**src/fpd_pkg.sv**
```systemverilog
// Package: shared types and codes for the flight phase detector.
`timescale 1ns / 1ps

package fpd_pkg;

    localparam int PHASE_W = 3;
    localparam int CNT_W   = 8;

    localparam logic [PHASE_W-1:0] PH_PAD     = 3'd0;
    localparam logic [PHASE_W-1:0] PH_ARMED   = 3'd1;
    localparam logic [PHASE_W-1:0] PH_POWERED = 3'd2;
    localparam logic [PHASE_W-1:0] PH_COAST   = 3'd3;
    localparam logic [PHASE_W-1:0] PH_DESCENT = 3'd4;
    localparam logic [PHASE_W-1:0] PH_CANOPY  = 3'd5;
    localparam logic [PHASE_W-1:0] PH_LANDED  = 3'd6;

    localparam logic [1:0] CMD_SAMPLE = 2'd0;
    localparam logic [1:0] CMD_ARM    = 2'd1;
    localparam logic [1:0] CMD_FIRE   = 2'd2;

    localparam logic [2:0] REG_LIFTOFF_ACCEL    = 3'd0;
    localparam logic [2:0] REG_BURNOUT_ACCEL    = 3'd1;
    localparam logic [2:0] REG_DEPLOY_ACCEL     = 3'd2;
    localparam logic [2:0] REG_LANDING_VELOCITY = 3'd3;
    localparam logic [2:0] REG_LIFTOFF_CONFIRM  = 3'd4;
    localparam logic [2:0] REG_PHASE_CONFIRM    = 3'd5;
    localparam logic [2:0] REG_LANDING_CONFIRM  = 3'd6;
    localparam logic [2:0] REG_PYRO_HOLD_MS     = 3'd7;

    typedef struct packed {
        logic [1:0]         cmd;
        logic [21:0]        abs_accel;
        logic signed [31:0] altitude;
        logic signed [31:0] vertical_vel;
        logic [31:0]        now_ms;
    } fpd_in_t;

    typedef struct packed {
        logic [PHASE_W-1:0] phase;
        logic               phase_changed;
        logic               pyro_on;
        logic [CNT_W-1:0]   confirm_count;
        logic signed [31:0] apogee_alt;
    } fpd_out_t;

    typedef struct packed {
        logic [21:0]        liftoff_accel;
        logic [21:0]        burnout_accel;
        logic [21:0]        deploy_accel;
        logic signed [31:0] landing_velocity;
        logic [CNT_W-1:0]   liftoff_confirm;
        logic [CNT_W-1:0]   phase_confirm;
        logic [CNT_W-1:0]   landing_confirm;
        logic [15:0]        pyro_hold_ms;
    } fpd_cfg_t;

endpackage

```
**src/fpd_cfg.sv**
```systemverilog
// Configuration register file for the flight phase detector.
`timescale 1ns / 1ps

module fpd_cfg
    import fpd_pkg::*;
(
    input  logic        aclk,
    input  logic        aresetn,
    input  logic        cfg_we,
    input  logic [2:0]  cfg_addr,
    input  logic [31:0] cfg_wdata,
    output fpd_cfg_t    cfg
);

    fpd_cfg_t cfg_reg;
    fpd_cfg_t cfg_next;

    always_comb begin
        cfg_next = cfg_reg;
        if (cfg_we) begin
            unique case (cfg_addr)
                REG_LIFTOFF_ACCEL:    cfg_next.liftoff_accel    = cfg_wdata[21:0];
                REG_BURNOUT_ACCEL:    cfg_next.burnout_accel    = cfg_wdata[21:0];
                REG_DEPLOY_ACCEL:     cfg_next.deploy_accel     = cfg_wdata[21:0];
                REG_LANDING_VELOCITY: cfg_next.landing_velocity = cfg_wdata;
                REG_LIFTOFF_CONFIRM:  cfg_next.liftoff_confirm  = cfg_wdata[7:0];
                REG_PHASE_CONFIRM:    cfg_next.phase_confirm    = cfg_wdata[7:0];
                REG_LANDING_CONFIRM:  cfg_next.landing_confirm  = cfg_wdata[7:0];
                REG_PYRO_HOLD_MS:     cfg_next.pyro_hold_ms     = cfg_wdata[15:0];
                default:              cfg_next = cfg_reg;
            endcase
        end
    end

    always_ff @(posedge aclk) begin
        if (!aresetn) begin
            cfg_reg.liftoff_accel    <= 22'd110000;
            cfg_reg.burnout_accel    <= 22'd60000;
            cfg_reg.deploy_accel     <= 22'd70000;
            cfg_reg.landing_velocity <= 32'sd2000;
            cfg_reg.liftoff_confirm  <= 8'd3;
            cfg_reg.phase_confirm    <= 8'd5;
            cfg_reg.landing_confirm  <= 8'd10;
            cfg_reg.pyro_hold_ms     <= 16'd4000;
        end else begin
            cfg_reg <= cfg_next;
        end
    end

    assign cfg = cfg_reg;

endmodule

```
**src/fpd_core.sv**
```systemverilog
// Phase state, confirm counter, apogee and pyro logic for one word.
`timescale 1ns / 1ps

module fpd_core
    import fpd_pkg::*;
(
    input  logic     aclk,
    input  logic     aresetn,
    input  logic     advance,
    input  fpd_in_t  in_word,
    input  fpd_cfg_t cfg,
    output fpd_out_t result
);

    logic [PHASE_W-1:0] phase_reg, phase_next;
    logic [CNT_W-1:0]   count_reg, count_next;
    logic signed [31:0] apogee_reg, apogee_next;
    logic               pyro_reg, pyro_next;
    logic [31:0]        fire_time_reg, fire_time_next;

    logic               hit;
    logic [CNT_W-1:0]   confirm;
    logic [PHASE_W-1:0] target;
    logic               counting;
    logic [CNT_W-1:0]   count_inc;
    logic signed [35:0] alt_x10, apo_x9;
    logic [31:0]        elapsed;
    logic               pyro_cmd;

    // apogee raised before the coast test sees it
    always_comb begin
        apogee_next = apogee_reg;
        if (in_word.cmd == CMD_SAMPLE && in_word.altitude > apogee_reg) begin
            apogee_next = in_word.altitude;
        end
    end

    assign alt_x10 = 36'(in_word.altitude) * 36'sd10;
    assign apo_x9  = 36'(apogee_next) * 36'sd9;

    always_comb begin
        hit      = 1'b0;
        confirm  = cfg.phase_confirm;
        target   = phase_reg;
        counting = 1'b1;
        unique case (phase_reg)
            PH_ARMED: begin
                hit     = in_word.abs_accel > cfg.liftoff_accel;
                confirm = cfg.liftoff_confirm;
                target  = PH_POWERED;
            end
            PH_POWERED: begin
                hit    = in_word.abs_accel < cfg.burnout_accel;
                target = PH_COAST;
            end
            PH_COAST: begin
                hit    = alt_x10 < apo_x9;
                target = PH_DESCENT;
            end
            PH_DESCENT: begin
                hit    = in_word.abs_accel > cfg.deploy_accel;
                target = PH_CANOPY;
            end
            PH_CANOPY: begin
                hit     = in_word.vertical_vel < cfg.landing_velocity;
                confirm = cfg.landing_confirm;
                target  = PH_LANDED;
            end
            default: counting = 1'b0;
        endcase
    end

    // saturating count
    assign count_inc = (count_reg == {CNT_W{1'b1}}) ? count_reg : count_reg + 1'b1;

    always_comb begin
        phase_next     = phase_reg;
        count_next     = count_reg;
        pyro_cmd       = pyro_reg;
        fire_time_next = fire_time_reg;
        priority case (in_word.cmd)
            CMD_SAMPLE: begin
                if (counting) begin
                    count_next = hit ? count_inc : '0;
                    if (count_next > confirm) begin
                        phase_next = target;
                        count_next = '0;
                        if (phase_reg == PH_COAST) begin
                            pyro_cmd       = 1'b1;
                            fire_time_next = in_word.now_ms;
                        end
                    end
                end
            end
            CMD_ARM: phase_next = PH_ARMED;
            CMD_FIRE: begin
                pyro_cmd       = 1'b1;
                fire_time_next = in_word.now_ms;
            end
            default: ;
        endcase
    end

    assign elapsed   = in_word.now_ms - fire_time_next;
    assign pyro_next = pyro_cmd && !(elapsed > 32'(cfg.pyro_hold_ms));

    always_ff @(posedge aclk) begin
        if (!aresetn) begin
            phase_reg     <= PH_PAD;
            count_reg     <= '0;
            apogee_reg    <= '0;
            pyro_reg      <= 1'b0;
            fire_time_reg <= '0;
        end else if (advance) begin
            phase_reg     <= phase_next;
            count_reg     <= count_next;
            apogee_reg    <= apogee_next;
            pyro_reg      <= pyro_next;
            fire_time_reg <= fire_time_next;
        end
    end

    always_comb begin
        result.phase         = phase_next;
        result.phase_changed = phase_next != phase_reg;
        result.pyro_on       = pyro_next;
        result.confirm_count = count_next;
        result.apogee_alt    = apogee_next;
    end

endmodule

```
**src/flight_phase_detector.sv**
```systemverilog
// Top level of the flight phase detector: word registers around the phase logic.
//
// Usage: the s_ channel takes one word per sample or command (cmd, abs_accel,
// altitude, vertical_vel, now_ms) under valid/ready. Each accepted word gives
// exactly one result word on the m_ channel: phase after the word, a phase
// change flag, pyro drive level, confirm count and tracked apogee.
// The word lands in the input register, then the phase logic runs combinationally
// into the result register, which drives m_valid and m_data.
// Throughput is one word per cycle while the receiver keeps up; the state registers
// update as a word moves from the input register to the result register.
// When the receiver stalls the result register holds and the input register
// keeps one more word; s_ready drops only when both are full and m_ready is low.
// Threshold registers are written through cfg_we/cfg_addr/cfg_wdata and take
// effect on the next word; write them only while the block is idle.
// Reset (aresetn low, synchronous) empties both registers, sets phase to pad,
// clears counter, apogee and pyro, and loads the default thresholds.
`timescale 1ns / 1ps

module flight_phase_detector
    import fpd_pkg::*;
(
    input  logic        aclk,
    input  logic        aresetn,
    input  logic        s_valid,
    output logic        s_ready,
    input  fpd_in_t     s_data,
    output logic        m_valid,
    input  logic        m_ready,
    output fpd_out_t    m_data,
    input  logic        cfg_we,
    input  logic [2:0]  cfg_addr,
    input  logic [31:0] cfg_wdata
);

    fpd_cfg_t cfg;
    fpd_out_t result;

    logic     in_valid_reg;
    fpd_in_t  in_data_reg;
    logic     out_valid_reg;
    fpd_out_t out_data_reg;
    logic     advance;

    assign advance = in_valid_reg && (!out_valid_reg || m_ready);
    assign s_ready = !in_valid_reg || advance;

    fpd_cfg u_cfg (
        .aclk      (aclk),
        .aresetn   (aresetn),
        .cfg_we    (cfg_we),
        .cfg_addr  (cfg_addr),
        .cfg_wdata (cfg_wdata),
        .cfg       (cfg)
    );

    fpd_core u_core (
        .aclk    (aclk),
        .aresetn (aresetn),
        .advance (advance),
        .in_word (in_data_reg),
        .cfg     (cfg),
        .result  (result)
    );

    always_ff @(posedge aclk) begin
        if (!aresetn) begin
            in_valid_reg  <= 1'b0;
            out_valid_reg <= 1'b0;
        end else begin
            if (s_ready) begin
                in_valid_reg <= s_valid;
            end
            if (advance) begin
                out_valid_reg <= 1'b1;
            end else if (m_ready) begin
                out_valid_reg <= 1'b0;
            end
        end
    end

    always_ff @(posedge aclk) begin
        if (s_ready && s_valid) begin
            in_data_reg <= s_data;
        end
        if (advance) begin
            out_data_reg <= result;
        end
    end

    assign m_valid = out_valid_reg;
    assign m_data  = out_data_reg;

endmodule
```
**config.mk**
```make
export PLATFORM = sky130hd
export DESIGN_NAME = flight_phase_detector
export DESIGN_NICKNAME = d
export VERILOG_FILES = /design/src/fpd_pkg.sv /design/src/fpd_cfg.sv /design/src/fpd_core.sv /design/src/flight_phase_detector.sv
export SDC_FILE = /design/constraint.sdc
export NUM_CORES = 1
export LEC_CHECK = 0
export BUFFER_PORTS_ARGS = -buffer_cell sky130_fd_sc_hd__buf_4
export CAP_MARGIN = 20
export CORE_UTILIZATION = 58
export DETAILED_ROUTE_END_ITERATION = 7
export HOLD_SLACK_MARGIN = 0.15
export PLACE_DENSITY = 0.78
export SLEW_MARGIN = 20
export SYNTH_ARGS = -nofsm -noshare
export SYNTH_HDL_FRONTEND = slang
export SYNTH_SLANG_ARGS = --single-unit
```
**constraint.sdc**
```tcl
create_clock -name aclk -period 21.4 [get_ports aclk]
set_input_delay 4.28 -clock aclk [delete_from_list [all_inputs] [get_ports aclk]]
set_output_delay 4.28 -clock aclk [all_outputs]
set_load 0.05 [all_outputs]
```
==> flow_summary.yaml, run 1 <==
sta:
  final.setup.tns_ps: 0
  worst_slew_pin_slew_ps: 1150
  max_freq_mhz: 57.5
  final-hold-violation-count: 0
  max_slew_margin_pct: 23.4
  rsz0062_at_grt: "false"
  fin_crit_sh_pct: 81.2
  slew_viol_final: 0
  setup_violations: 0
  clock-skew-final_ps: 23.9
  hold_slack_ps: 466
  finalCriticalPeriod_ps: 17380
cells_and_area:
  syn2layout_area_growth_pct: 13.4
  fin_nets: 3381
  final_common_cell: "nand2_1"
  fillerInstances: 3405
  post-route-util_pct: 66.7
  final_cell_mix: "399 x nand2_1, 336 x ha_1, 222 x buf_4, 216 x dfxtp_1, 195 x inv_1"
  layout-drive-gt1-share_pct: 10.9
  largest_register_ffs: 138
worst_setup_path:
  crit_required_ps: 21800
  crit_type: "reg2reg"
  critPathArrivalTime_ps: 17780
  critical-path-max-stage-delay_ps: 730
  worstPathMaxFanout: 62
  crit_family: "simple AND/OR/NAND/NOR gates"
  endpoint_kind: "flip-flop"
  cp-start-kind: "flip-flop"
  crit_slowest_cell: "a2111oi_0"
  crit_buf_inv: 3
placement:
  port_buffers: 206
  place.gp.congestion: 0.980
  dpl.hpwl_um: 49600
floorplanning:
  die_h_um: 209
  core_area_sq_um: 42000
  num_rows: 75
  initial_core_util_pct: 58.9
  io_pins: 207
  dieArea_sq_um: 43500
  die_x_um: 209
global_route:
  grt-busiest-layer: "met2"
  grtUsageTotal_pct: 30.4
  grt_overflow: 0
  grtUsageMet1_pct: 38.9
  groute.layer.met2.usage_pct: 51.7
  antenna_found_initial: 1
  grt_max_degree: 113
  grt_use_met3_pct: 5.21
  grt_pass1_wl_um: 106000
  first_global_vias: 20400
yosys:
  yosysTopAreaCellShare_pct: 20.0
  synth_seq_cells: 381
  synth_fp_nets: 3221
  synth_top_area_cell: "edfxtp_1"
  async_flop_share_pct: 0
  syn_area_sq_um: 24700
  syn_inst: 2722
  ys_top_cells_by_area: "edfxtp_1 20%, dfxtp_1 17%, ha_1 17%"
  yosysUniqueCellTypes: 88
  avgSynthCellArea_sq_um: 9.09
  synth-edff-count: 165
  yosysSeqAreaShare_pct: 37.5
  ys.flop_type: "dfxtp_1"
  yosysWarningCount: 0
pwr:
  leakage_nw: 12.1
  p_seq_share_pct: 39.7
  switchingPower_w: 0.000636
  ir_worst_vdd_v: 0.0000671
  p_int_w: 0.00143
  combPwrFrac_pct: 25.0
  report.power.total_w: 0.00206
  power.share.switching_pct: 30.8
  power.density_nw_per_um2: 73.5
  p_clk_share_pct: 35.3
clocking:
  htreeDepth: 2
  post_cts.repair.setup_buffers: 0
  clkSinkCount: 381
  clk_pin_slew_ps: 60
  cts_resized: 0
  cts_tree: "yes"
  clk_path_buf_depth: 3
  numCtsBuffers: 41
  cts_root_buf: "clkbuf_16"
  clk_latency_ps: 590
  ctsHoldBuffers: 0
detailed_routing:
  drc: 0
  drt_pre_antenna_iters: 5
  wl_um: 66400
  num_vias: 20600
  ant_nets: 0
  drt_iter0_drc: 1400
  via_per_inst: 5.97
  wl_per_cell_um: 19.2
hold_path:
  hp-class: "reg2reg"
job:
  maxCapViolations: 0
status:
  run_status: "finished, final reports clean"
cell families after synthesis:
group	share of synthesized area (%)
and+or+nand+nor	16.6
AOI/OAI and AO/OA	19.2
DFF	37.5
adders and majority gates	17.3
buffers and inverters	4.77
xor gates and xnor gates	2.83
muxes	1.79
layout make-up:
cell class | count | area, sq um | area share [%]
inverter | 196 | 738 | 2.63
timing repair buffer | 223 | 1680 | 5.98
sequential | 381 | 9280 | 33.1
clock inverter | 18 | 189 | 0.673
tap | 539 | 674 | 2.40
clock buffer | 57 | 1180 | 4.20
multi-input combinational | 2039 | 14300 | 51.0
antenna | 1 | 2.50 | 0.00892
final timing paths:
path | from | to | slack, ps | depth (start not counted)
setup reg to reg | in_data_reg[65] | m_data[40] | 4020 | 67
hold / removal | u_cfg.cfg[64] | u_cfg.cfg[64] | 470 | 2
setup / recovery | in_data_reg[65] | m_data[40] | 4020 | 67
hold reg to reg | u_cfg.cfg[64] | u_cfg.cfg[64] | 470 | 2
cells in the mapped netlist (37+ instances only):
cell      count
nand2_1     399
ha_1        336
dfxtp_1     216
inv_1       195
nor2_1      177
edfxtp_1    165
a21oi_1     152
o21ai_0     108
a21boi_0    107
a21o_1       82
clkbuf_1     81
nor3_1       49
o211ai_1     49
xnor2_1      49
nand4_1      46
mux2i_1      42
nand3_1      39
nor2b_1      37
stage by stage:
stage / area, sq um / std cells / setup WS [ps]
6_report: 28100 / 3454 / 4020
5_1_grt: 28100 / 3454 / 2600
4_1_cts: 28000 / 3453 / 4220
3_5_place_dp: 26700 / 3378 / 4280
3_3_place_gp: 26700 / 3377 / 4620
2_1_floorplan: 24700 / 2722 / 6390
power by group through the flow:
stage               combinational (W)  sequential [W]  clock, W
global placement             0.000494        0.000833         0
detailed placement           0.000507        0.000834         0
global route                 0.000575        0.000822  0.000770
floorplan                    0.000344        0.000844         0
finish                       0.000515        0.000819  0.000729
CTS                          0.000511        0.000819  0.000741
routing by layer:
layer,vias to the layer above,routed length [um]
met2,626,31700
li1,10100,-
met5,-,0
met4,0,2050
met1,9769,28800
met3,129,3880
worst register-to-register path: cells and delay by family, from the launching register on:
family / cells / cell delay [ps]
compound gates: 24 / 5850
buf+inv: 3 / 660
flops: 1 / 470
fa+ha+maj: 6 / 1930
simple gates: 28 / 6700
xor+xnor: 3 / 490
mux: 3 / 1120
(Power assumes the default switching activity.)
==> run 2: changes to the inputs <==
--- a/config.mk
+++ b/config.mk
@@ -5,12 +5,13 @@
 export SDC_FILE = /design/constraint.sdc
 export NUM_CORES = 1
 export LEC_CHECK = 0
+export ABC_AREA = 1
 export BUFFER_PORTS_ARGS = -buffer_cell sky130_fd_sc_hd__buf_4
 export CAP_MARGIN = 20
-export CORE_UTILIZATION = 58
+export CORE_UTILIZATION = 55
 export DETAILED_ROUTE_END_ITERATION = 7
 export HOLD_SLACK_MARGIN = 0.15
-export PLACE_DENSITY = 0.78
+export PLACE_DENSITY = 0.77
 export SLEW_MARGIN = 20
 export SYNTH_ARGS = -nofsm -noshare
 export SYNTH_HDL_FRONTEND = slang
==> constraint.sdc (replaced) <==
create_clock -name aclk -period 15.34 [get_ports aclk]
set_input_delay 3.068 -clock aclk [delete_from_list [all_inputs] [get_ports aclk]]
set_output_delay 3.068 -clock aclk [all_outputs]
set_load 0.05 [all_outputs]
==> run 2 against run 1 <==
Cell area down 0.40%. Critical path type unchanged. Highest routed layer is now met5. Sequential share of layout area up 0.13 points. Maximum frequency up 27%. Sequential power up 40%. Worst hold slack worse by 19 ps. Critical path depth up 13. Setup slack worse by 2400 ps. Core utilization down 2.6 points. Global-route usage down 1.1 points. Flip-flop and latch count unchanged. Register-to-register slack worse by 2400 ps.
==> flow_summary.yaml, run 2 <==
status:
  run_status: "finished, final reports clean"
cells_and_area:
  layout-drive-gt1-share_pct: 10.5
  syn2layout_area_growth_pct: 14.0
  fillerInstances: 3761
  largest_register_ffs: 138
  multi_input_area_sq_um: 13300
  final_cell_mix: "514 x nand2_1, 425 x inv_1, 363 x a21oi_1, 336 x ha_1, 276 x o21ai_0"
  final_common_cell: "nand2_1"
  fin_nets: 3706
  fin_area_sq_um: 27900
  seq_area_sq_um: 9280
  num_antenna_cells: 0
yosys:
  avgSynthCellArea_sq_um: 8.10
  ys_top_cells_by_area: "edfxtp_1 20%, dfxtp_1 18%, ha_1 17%"
  synth_seq_cells: 381
  syn_area_sq_um: 24500
  async_flop_share_pct: 0
  yosysSeqAreaShare_pct: 37.8
  yosysMostFrequentCell: "nand2_1"
  synth_top_area_cell: "edfxtp_1"
  ys.flop_type: "dfxtp_1"
  yosysUniqueCellTypes: 60
  synth_fp_nets: 3526
  synth-edff-count: 165
  ys_top_cells_by_count: "515 x nand2_1, 427 x inv_1, 363 x a21oi_1"
  yosysWarningCount: 0
  syn_inst: 3027
  yosysTopAreaCellShare_pct: 20.2
detailed_routing:
  m1WireLength_um: 28100
  ant_nets: 0
  drt_pre_antenna_iters: 6
  via_per_inst: 5.66
  top_layer_used: "met5"
  wl_per_cell_um: 17.3
  dr_wl_met2_um: 31900
  wl_um: 66400
  num_vias: 21700
  drc: 0
  met3_length_um: 4550
  drt_iter0_drc: 1451
worst_setup_path:
  worstPathMaxFanout: 58
  crit_family: "simple AND/OR/NAND/NOR gates"
  r2r_start: "in_data_reg[118]"
  crit_cells: 80
  crit_required_ps: 15790
  startpoint: "in_data_reg[118]"
  path_common_cell: "nand2_1"
  crit_path_end: "m_data[40]"
  crit_buf_inv: 10
  crit_slowest_cell: "edfxtp_1"
  reg2reg_depth: 80
  reg2reg_slack_ps: 1660
  cp-start-kind: "flip-flop"
  endpoint_kind: "flip-flop"
  crit_type: "reg2reg"
  critPathArrivalTime_ps: 14130
  rr_endpoint: "m_data[40]"
  critical-path-max-stage-delay_ps: 790
clocking:
  cts_resized: 0
  cts_root_buf: "clkbuf_16"
  clk_path_buf_depth: 3
  clk_pin_slew_ps: 70
  cts_tree: "yes"
  htreeDepth: 2
  clkSinkCount: 381
  ctsHoldBuffers: 0
  clk_latency_ps: 590
  numCtsBuffers: 43
  post_cts.repair.setup_buffers: 0
global_route:
  grt_overflow: 0
  first_global_vias: 21100
  grt_pass1_wl_um: 105000
  grtUsageTotal_pct: 29.3
  antenna_found_initial: 1
  grt_max_degree: 76
pwr:
  report.power.total_w: 0.00294
  ir_worst_vdd_v: 0.000113
  leakage_nw: 13.1
  power.density_nw_per_um2: 105
hold_path:
  hp-class: "reg2reg"
placement:
  placed_cell_area_sq_um: 26600
  dpl.hpwl_um: 50800
  place.gp.congestion: 0.938
  port_buffers: 206
  pre_cts_slack_ps: 1430
sta:
  worst_slew_pin_slew_ps: 1030
  slew_viol_final: 0
  setup_violations: 0
  setup_ws_ps: 1660
  rsz0062_at_grt: "false"
  max_slew_margin_pct: 30.3
  final-hold-violation-count: 0
  fin_crit_sh_pct: 89.2
  final.setup.tns_ps: 0
  finalCriticalPeriod_ps: 13680
  clock-skew-final_ps: 11.4
  max_freq_mhz: 73.1
floorplanning:
  die_x_um: 213
  io_pins: 207
  core_area_sq_um: 43600
  num_rows: 76
  die_h_um: 213
  dieArea_sq_um: 45400
  initial_core_util_pct: 56.3
job:
  maxCapViolations: 0
==> run 2: cell types whose count changed after synthesis, sizes merged, moves of 69 or more <==
| cell | change |
|---|---|
| nand3 | +69 |
| nand2 | +132 |
| a21o | -77 |
| a21oi | +212 |
| a21boi | -101 |
| o21ai | +182 |
| inv | +239 |
==> run 2: stage by stage <==
stage,util (%),hold slack [ps],std cells
2_1_floorplan,-,424,3027
3_3_place_gp,61.0,437,3747
3_5_place_dp,61.0,443,3747
4_1_cts,64.1,451,3827
5_1_grt,64.2,478,3827
6_report,64.2,448,3827
==> run 2: cell type report <==
type	instances	share of cell area (%)
Timing Repair Buffer	220	5.91
Clock buffer	61	4.34
Tap cell	585	2.62
Sequential cell	381	33.2
Clock inverter	19	0.510
Inverter	436	5.88
Multi-Input combinational cell	2125	47.5
==> run 2: cells by family after synthesis <==
family,after synthesis,share of synthesized area [%]
mux,6,0.245
xor+xnor,80,2.86
compound gates,797,17.9
buf+inv,521,8.02
flops,381,37.8
simple gates,903,15.8
fa+ha+maj,339,17.4
==> run 2: worst register-to-register path, delay by kind of cell (launching register included) <==
family	cells	cell delay, ps
flip-flops	1	790
AND/OR/NAND/NOR	44	4860
adder cells (fa/ha/maj)	7	2100
buffers and inverters	10	1910
XOR/XNOR	2	240
AO/OA/AOI/OAI	17	3650
==> run 2: worst min-delay path by stage <==
stage / startpoint / endpoint / depth (start not counted)
after floorplan: u_cfg.cfg[40] / u_cfg.cfg[40] / 2
after global placement: u_cfg.cfg[40] / u_cfg.cfg[40] / 2
after detailed placement: u_cfg.cfg[40] / u_cfg.cfg[40] / 2
after CTS: u_cfg.cfg[40] / u_cfg.cfg[40] / 2
after global routing: u_cfg.cfg[135] / u_cfg.cfg[135] / 2
final: u_cfg.cfg[40] / u_cfg.cfg[40] / 2
==> run 2: layer usage <==
layer  GRT usage (%)  vias to the layer above
li1                -                    10700
met1            37.0                    10100
met2            51.0                      734
met3            3.99                      123
met4            10.1                        2
met5               0                        -
==> run 2: power breakdown <==
part	leakage, nW	total, W	internal [W]	switching [W]
registers	3.37	0.00115	0.00112	0.0000343
logic	9.02	0.000794	0.000295	0.000500
clock network	0.667	0.000997	0.000559	0.000437
